File: src/rhsl_pkg.sv
// shared types, constants and the restoring divide step for the rgbc to hsl converter
// no dependencies
package rhsl_pkg;

    localparam int QDEPTH = 4;
    localparam int QPTR_W = $clog2(QDEPTH);
    localparam int DIV_STEPS = 7;
    localparam int REM_W = 23;
    localparam int DVS_W = 16;

    typedef struct packed {
        logic        inv;
        logic [2:0]  sat;
        logic [15:0] red;
        logic [15:0] green;
        logic [15:0] blue;
        logic [15:0] clr;
    } front_item_t;

    typedef struct packed {
        logic                        inv;
        logic [2:0]                  sat;
        logic [2:0][REM_W-1:0]       rem;
        logic [DVS_W-1:0]            dvs;
        logic [2:0][DIV_STEPS-1:0]   q;
    } pct_stage_t;

    typedef struct packed {
        logic                  inv;
        logic                  grey;
        logic                  neg;
        logic [8:0]            off;
        logic [6:0]            lgt;
        logic [REM_W-1:0]      hrem;
        logic [DVS_W-1:0]      hdv;
        logic [DIV_STEPS-1:0]  hq;
        logic [REM_W-1:0]      srem;
        logic [DVS_W-1:0]      sdv;
        logic [DIV_STEPS-1:0]  sq;
    } hsl_stage_t;

    // one restoring step: quotient bit on top, new remainder below
    function automatic logic [REM_W:0] div_step(
        input logic [REM_W-1:0] rem,
        input logic [DVS_W-1:0] dvs,
        input int               idx
    );
        logic [REM_W-1:0] sh;
        sh = {{(REM_W-DVS_W){1'b0}}, dvs} << idx;
        if (rem >= sh)
            return {1'b1, rem - sh};
        return {1'b0, rem};
    endfunction

endpackage

File: src/rhsl_front.sv
// front stage: takes an item, flags zero clear and channels at or above clear
// depends on rhsl_pkg
module rhsl_front (
    input  logic                 clk,
    input  logic                 rst_n,
    input  logic                 sample_valid,
    output logic                 sample_stall,
    input  logic [15:0]          red_count,
    input  logic [15:0]          green_count,
    input  logic [15:0]          blue_count,
    input  logic [15:0]          clear_count,
    input  logic                 q_full,
    output logic                 push,
    output rhsl_pkg::front_item_t push_item
);
    import rhsl_pkg::*;

    front_item_t item_reg;
    logic        valid_reg;
    logic        accept;

    assign sample_stall = valid_reg && q_full;
    assign accept       = sample_valid && !sample_stall;
    assign push         = valid_reg && !q_full;
    assign push_item    = item_reg;

    always_ff @(posedge clk or negedge rst_n)
    begin
        if (!rst_n)
        begin
            valid_reg <= 1'b0;
        end
        else if (accept)
        begin
            valid_reg <= 1'b1;
        end
        else if (push)
        begin
            valid_reg <= 1'b0;
        end
    end

    always_ff @(posedge clk)
    begin
        if (accept)
        begin
            item_reg.inv   <= (clear_count == 16'd0);
            item_reg.sat   <= {blue_count >= clear_count, green_count >= clear_count,
                               red_count >= clear_count};
            item_reg.red   <= red_count;
            item_reg.green <= green_count;
            item_reg.blue  <= blue_count;
            item_reg.clr   <= clear_count;
        end
    end

endmodule

File: src/rhsl_queue.sv
// small item queue between front and back
// depends on rhsl_pkg
module rhsl_queue (
    input  logic                  clk,
    input  logic                  rst_n,
    input  logic                  push,
    input  rhsl_pkg::front_item_t push_item,
    input  logic                  pop,
    output logic                  full,
    output logic                  nonempty,
    output rhsl_pkg::front_item_t head
);
    import rhsl_pkg::*;

    front_item_t           mem [QDEPTH];
    logic [QPTR_W-1:0]     wr_reg;
    logic [QPTR_W-1:0]     rd_reg;
    logic [QPTR_W:0]       cnt_reg;
    logic                  do_pop;

    assign full     = (cnt_reg == (QPTR_W+1)'(QDEPTH));
    assign nonempty = (cnt_reg != '0);
    assign head     = mem[rd_reg];
    assign do_pop   = pop && nonempty;

    always_ff @(posedge clk or negedge rst_n)
    begin
        if (!rst_n)
        begin
            wr_reg  <= '0;
            rd_reg  <= '0;
            cnt_reg <= '0;
        end
        else
        begin
            if (push)
            begin
                wr_reg <= wr_reg + 1'b1;
            end
            if (do_pop)
            begin
                rd_reg <= rd_reg + 1'b1;
            end
            if (push && !do_pop)
            begin
                cnt_reg <= cnt_reg + 1'b1;
            end
            else if (do_pop && !push)
            begin
                cnt_reg <= cnt_reg - 1'b1;
            end
        end
    end

    always_ff @(posedge clk)
    begin
        if (push)
        begin
            mem[wr_reg] <= push_item;
        end
    end

endmodule

File: src/rhsl_back.sv
// back pipeline: percent dividers, max/min and sector setup, hue and saturation dividers
// depends on rhsl_pkg
module rhsl_back (
    input  logic                  clk,
    input  logic                  rst_n,
    input  logic                  q_nonempty,
    input  rhsl_pkg::front_item_t q_head,
    output logic                  pop,
    output logic                  result_valid,
    input  logic                  result_stall,
    output logic [8:0]            hue_deg,
    output logic [6:0]            saturation_pct,
    output logic [6:0]            lightness_pct,
    output logic                  invalid
);
    import rhsl_pkg::*;

    pct_stage_t a_reg  [DIV_STEPS+1];
    pct_stage_t a_next [DIV_STEPS+1];
    hsl_stage_t b_reg  [DIV_STEPS+1];
    hsl_stage_t b_next [DIV_STEPS+1];
    logic [DIV_STEPS:0] av_reg;
    logic [DIV_STEPS:0] bv_reg;
    logic               en;

    logic [6:0]  pr, pg, pb, mx, mn, d, mag;
    logic [7:0]  sum;
    logic [REM_W:0] st;
    logic [8:0]  h;
    hsl_stage_t  fin;

    logic        valid_reg;
    logic [8:0]  hue_reg;
    logic [6:0]  sat_reg;
    logic [6:0]  lgt_reg;
    logic        inv_reg;

    assign en  = !(valid_reg && result_stall);
    assign pop = en && q_nonempty;

    always_comb
    begin
        a_next[0].inv = q_head.inv;
        a_next[0].sat = q_head.sat;
        a_next[0].dvs = q_head.clr;
        a_next[0].q   = '0;
        a_next[0].rem[0] = {7'b0, q_head.red} * 23'd100;
        a_next[0].rem[1] = {7'b0, q_head.green} * 23'd100;
        a_next[0].rem[2] = {7'b0, q_head.blue} * 23'd100;
        for (int k = 1; k <= DIV_STEPS; k++)
        begin
            a_next[k] = a_reg[k-1];
            for (int c = 0; c < 3; c++)
            begin
                st = div_step(a_reg[k-1].rem[c], a_reg[k-1].dvs, DIV_STEPS - k);
                a_next[k].rem[c] = st[REM_W-1:0];
                a_next[k].q[c]   = {a_reg[k-1].q[c][DIV_STEPS-2:0], st[REM_W]};
            end
        end

        // percentages, saturated at 100
        pr = a_reg[DIV_STEPS].sat[0] ? 7'd100 : a_reg[DIV_STEPS].q[0];
        pg = a_reg[DIV_STEPS].sat[1] ? 7'd100 : a_reg[DIV_STEPS].q[1];
        pb = a_reg[DIV_STEPS].sat[2] ? 7'd100 : a_reg[DIV_STEPS].q[2];
        mx = pr;
        if (pg > mx) mx = pg;
        if (pb > mx) mx = pb;
        mn = pr;
        if (pg < mn) mn = pg;
        if (pb < mn) mn = pb;
        d   = mx - mn;
        sum = {1'b0, mx} + {1'b0, mn};

        b_next[0].inv  = a_reg[DIV_STEPS].inv;
        b_next[0].grey = (d == 7'd0);
        b_next[0].lgt  = sum[7:1];
        if (mx == pr)
        begin
            b_next[0].neg = (pg < pb);
            b_next[0].off = (pg < pb) ? 9'd360 : 9'd0;
            mag = (pg < pb) ? pb - pg : pg - pb;
        end
        else if (mx == pg)
        begin
            b_next[0].neg = (pb < pr);
            b_next[0].off = 9'd120;
            mag = (pb < pr) ? pr - pb : pb - pr;
        end
        else
        begin
            b_next[0].neg = (pr < pg);
            b_next[0].off = 9'd240;
            mag = (pr < pg) ? pg - pr : pr - pg;
        end
        b_next[0].hrem = {16'b0, mag} * 23'd60;
        b_next[0].hdv  = {9'b0, d};
        b_next[0].hq   = '0;
        b_next[0].srem = {16'b0, d} * 23'd100;
        b_next[0].sdv  = (sum[7:1] <= 7'd50) ? {8'b0, sum} : {8'b0, 8'd200 - sum};
        b_next[0].sq   = '0;
        for (int k = 1; k <= DIV_STEPS; k++)
        begin
            b_next[k] = b_reg[k-1];
            st = div_step(b_reg[k-1].hrem, b_reg[k-1].hdv, DIV_STEPS - k);
            b_next[k].hrem = st[REM_W-1:0];
            b_next[k].hq   = {b_reg[k-1].hq[DIV_STEPS-2:0], st[REM_W]};
            st = div_step(b_reg[k-1].srem, b_reg[k-1].sdv, DIV_STEPS - k);
            b_next[k].srem = st[REM_W-1:0];
            b_next[k].sq   = {b_reg[k-1].sq[DIV_STEPS-2:0], st[REM_W]};
        end

        fin = b_reg[DIV_STEPS];
        h = fin.neg ? fin.off - {2'b0, fin.hq} : fin.off + {2'b0, fin.hq};
    end

    always_ff @(posedge clk or negedge rst_n)
    begin
        if (!rst_n)
        begin
            av_reg    <= '0;
            bv_reg    <= '0;
            valid_reg <= 1'b0;
        end
        else if (en)
        begin
            av_reg    <= {av_reg[DIV_STEPS-1:0], q_nonempty};
            bv_reg    <= {bv_reg[DIV_STEPS-1:0], av_reg[DIV_STEPS]};
            valid_reg <= bv_reg[DIV_STEPS];
        end
    end

    always_ff @(posedge clk)
    begin
        if (en)
        begin
            for (int k = 0; k <= DIV_STEPS; k++)
            begin
                a_reg[k] <= a_next[k];
                b_reg[k] <= b_next[k];
            end
            inv_reg <= fin.inv;
            lgt_reg <= fin.inv ? 7'd0 : fin.lgt;
            hue_reg <= (fin.inv || fin.grey) ? 9'd0 : h;
            sat_reg <= (fin.inv || fin.grey) ? 7'd0 : fin.sq;
        end
    end

    assign result_valid   = valid_reg;
    assign hue_deg        = hue_reg;
    assign saturation_pct = sat_reg;
    assign lightness_pct  = lgt_reg;
    assign invalid        = inv_reg;

endmodule

File: src/rgbc_to_hsl_converter_core.sv
// rgbc to hsl converter top level: front, item queue and back pipeline
// depends on rhsl_pkg, rhsl_front, rhsl_queue, rhsl_back
// One item may enter every clock cycle while the queue is not full. Between an accepted
// item and its result lie, in order: the front register that takes the item at the accepting edge,
// then one queue slot, one stage that forms the scaled products, seven restoring-divide
// stages for the three channel percentages, one max/min stage, seven shared-step stages
// that divide hue and saturation side by side, and the result register. A four-item queue
// between front and back absorbs short stalls on either side.
module rgbc_to_hsl_converter_core (
    input  logic        clk,
    input  logic        rst_n,
    input  logic        sample_valid,
    output logic        sample_stall,
    input  logic [15:0] red_count,
    input  logic [15:0] green_count,
    input  logic [15:0] blue_count,
    input  logic [15:0] clear_count,
    output logic        result_valid,
    input  logic        result_stall,
    output logic [8:0]  hue_deg,
    output logic [6:0]  saturation_pct,
    output logic [6:0]  lightness_pct,
    output logic        invalid
);
    import rhsl_pkg::*;

    front_item_t push_item;
    front_item_t head;
    logic        push;
    logic        pop;
    logic        q_full;
    logic        q_nonempty;

    rhsl_front u_front (
        .clk          (clk),
        .rst_n        (rst_n),
        .sample_valid (sample_valid),
        .sample_stall (sample_stall),
        .red_count    (red_count),
        .green_count  (green_count),
        .blue_count   (blue_count),
        .clear_count  (clear_count),
        .q_full       (q_full),
        .push         (push),
        .push_item    (push_item)
    );

    rhsl_queue u_queue (
        .clk       (clk),
        .rst_n     (rst_n),
        .push      (push),
        .push_item (push_item),
        .pop       (pop),
        .full      (q_full),
        .nonempty  (q_nonempty),
        .head      (head)
    );

    rhsl_back u_back (
        .clk            (clk),
        .rst_n          (rst_n),
        .q_nonempty     (q_nonempty),
        .q_head         (head),
        .pop            (pop),
        .result_valid   (result_valid),
        .result_stall   (result_stall),
        .hue_deg        (hue_deg),
        .saturation_pct (saturation_pct),
        .lightness_pct  (lightness_pct),
        .invalid        (invalid)
    );

endmodule
File: config.mk
export PLATFORM = sky130hd
export DESIGN_NAME = rgbc_to_hsl_converter_core
export DESIGN_NICKNAME = d
export VERILOG_FILES = /design/src/rhsl_pkg.sv /design/src/rhsl_front.sv /design/src/rhsl_queue.sv /design/src/rhsl_back.sv /design/src/rgbc_to_hsl_converter_core.sv
export SDC_FILE = /design/constraint.sdc
export NUM_CORES = 2
export LEC_CHECK = 0
export ABC_CLOCK_PERIOD_IN_PS = 55300
export BUFFER_PORTS_ARGS = -buffer_cell sky130_fd_sc_hd__buf_4
export CORE_AREA = 4 4 369 371
export CTS_BUF_LIST = sky130_fd_sc_hd__clkbuf_4
export DETAILED_ROUTE_END_ITERATION = 16
export DIE_AREA = 0 0 373 375
export PLACE_DENSITY = 0.82
export SLEW_MARGIN = 30
export SYNTH_ARGS = -nofsm -noshare
export SYNTH_HDL_FRONTEND = slang
export SYNTH_SLANG_ARGS = --single-unit
File: constraint.sdc
create_clock -name clk -period 55.3 [get_ports clk]
set_input_delay 11.06 -clock clk [delete_from_list [all_inputs] [get_ports clk]]
set_output_delay 11.06 -clock clk [all_outputs]
set_load 0.02 [all_outputs]
==> results.cfg <==
[status]
status = finished clean

[synthesis]
synth_compound_area_share_pct = 10.4
synth_xor_area_share_pct = 5.19
yosysSeqAreaShare_pct = 54.7
yosys.area_share.simple_pct = 10.2
syn_area_um2 = 87200
synth_area_per_cell_um2 = 12.1
yosysUniqueCellTypes = 102
synthArstFlopShare_pct = 1.57
synth_fp_nets = 8092
muxShareOfSynthArea_pct = 3.38
yosys_register_bits = 1594
synth_top_family_by_area = adder cells
synthCells = 7195
ys.flop_type = edfxtp_1
synth-edff-count = 1569
yosys_warnings = 0
synth-adder-area-share_pct = 12.7

[layout]
layout_common_cells = edfxtp_1, ha_1, inv_1, clkbuf_4, nor2_1
final_common_cell = edfxtp_1
largest_reg_flops = 672
multiInputGateArea_um2 = 36600
fillCellCount = 9010
drive_gt1_share_pct = 12.4
layout.nets = 8501
regArea_um2 = 47700
synthToLayoutAreaGrowth_pct = 9.04

[grt]
grt-ovfl-total = 0
grt_pass1_wl_mm = 289
grt_pass1_vias = 56195
antenna_found_initial = 5
grt_usage_pct = 25.9
grt_max_degree = 198

[clock_tree]
clock_latency_ns = 1.31
clk_pin_slew_ns = 0.07
clockBufferDepth = 4
cts_setup_buffers = 0
cts_sinks = 1594
cts_tree = done
cts_htree_levels = 5
ctsResizeCount = 0
holdBufCountCts = 0
cts_buffers = 395
clock-root-buffer = clkbuf_4

[timing]
hold_violations = 0
min_period_over_period_pct = 25.5
finalSetupViolCount = 0
worst_pin_slew_ns = 0.964
maxSlewHeadroom_pct = 35.7
fin_setup_tns_ns = 0
min_period_ns = 14.11
clock_skew_ns = 0.127
fmax_ghz = 0.0709
drv_slew = 0
rsz0062_at_grt = false

[die]
row_count = 134
chipHeight_um = 375
core_um2 = 133000
die_x_um = 373
die_area_um2 = 140000
start_util_pct = 65.6
io_pins = 94

[detailed_routing]
antenna_left = 0
wl_mm = 182
vias_per_cell = 5.84
drc = 0
vias = 56503
wl_per_cell_um = 18.9
first_pass_iters = 6
drt-initial-drc-count = 4367

[setup_path]
critPathArrivalTime_ns = 14.98
crit_required_ns = 56.17
path_class = input pin to register
end_kind = register
startpoint_type = input pin
crit_fanout = 107

[hold_path]
hold_path.class = register to register

[job]
max_cap_viol_count = 0

[placed_design]
hpwl_mm = 137
place.gp.congestion = 0.951
io_buffers = 93
worst max-delay path: stages:
cell and delay [ns]:
buf_4 0.12, nand2_4 0.46, buf_4 0.80, buf_4 0.74
buf_12 0.47, buf_16 0.41, buf_6 0.63
cell type report:
type | count | area share, %
clock buffers | 553 | 4.37
clock inverters | 136 | 0.855
multi-input cells | 4824 | 38.5
inverters | 654 | 2.58
diodes | 5 | 0.0132
well taps | 1768 | 2.33
repair buffers | 135 | 1.15
flip-flops and latches | 1594 | 50.2
cell usage after synthesis, drive strengths merged (12+ instances only):
cell type  instances  area (um2)
edfxtp          1569       47100
ha               747        9350
inv              650        2440
nor2             554        2090
a21oi            477        2420
nand2            422        1580
o21ai            341        1710
xnor2            302        2650
xor2             215        1880
nor3             157         791
a21o             116         871
nor2b            111         694
nand3            108         541
clkbuf           102         383
mux2              94        1060
nand2b            92         576
fa                82        1640
nor4              76         488
o21a              75         563
mux4              68        1530
or3               64         400
a21boi            60         450
nand4             59         369
o31ai             54         405
a211oi            48         370
o21bai            45         338
mux2i             35         350
or2               35         219
and2              31         194
and3              29         181
a31oi             28         175
o41ai             26         235
dfrtp             25         626
a2111oi           21         204
buf               21         123
nand3b            18         135
nand4b            17         149
o211ai            17         128
or4               16         120
a41oi             13         114
o22ai             13        81.3
o2111ai           12         105
stage by stage:
| step | utilization [%] | worst slack [ns] | hold slack (ns) | cells | cell area [um2] |
|---|---|---|---|---|---|
| after floorplan | - | 6.34 | 0.400 | 7195 | 87200 |
| after detailed placement | 67.7 | 39.72 | 0.405 | 8972 | 90000 |
| after CTS | 71.5 | 41.14 | 0.352 | 9661 | 95000 |
| after global routing | 71.5 | 41.00 | 0.345 | 9667 | 95100 |
| after global placement | 67.7 | 39.82 | 0.401 | 8971 | 90000 |
| final | 71.5 | 41.19 | 0.367 | 9669 | 95100 |
path summary, 6_finish.rpt:
path	from	endpoint	slack [ns]	depth (start not counted)
setup / recovery	result_stall	u_back.a_reg[1][291]$_DFFE_PN_	41.19	7
hold / removal	u_back.b_reg[0][96]$_DFFE_PN_	u_back.b_reg[0][207]$_DFFE_PN_	0.37	0
setup reg to reg	u_back.a_reg[1][436]$_DFFE_PN_	u_back.b_reg[0][36]$_DFFE_PN_	46.52	31
hold reg to reg	u_back.b_reg[0][96]$_DFFE_PN_	u_back.b_reg[0][207]$_DFFE_PN_	0.37	0
max in group asynchronous	rst_n	u_queue.rd_reg[1]$_DFFE_PN0P_	45.35	1
min in group asynchronous	rst_n	u_front.valid_reg$_DFFE_PN0P_	9.66	1
logic make-up (layout without fill, tap and decap cells):
family / after synthesis / in the layout
xor gates and xnor gates: 517 / 517
other: 0 / 5
AOI/OAI and AO/OA: 1445 / 1445
adders and majority gates: 835 / 835
DFF: 1594 / 1594
and+or+nand+nor: 1830 / 1830
muxes: 197 / 197
buffers and inverters: 777 / 1478
metal layers:
metal	track usage [%]	part of all wire, %	vias to the layer above
met4	12.9	4.8	2
met2	43.2	48	1815
met1	32.8	42	26657
met5	0	0.0071	-
li1	-	-	27598
met3	4.62	5.3	431
Power is not shown: default switching activity piles up to over one toggle a cycle in this logic, so the estimate is an artifact.
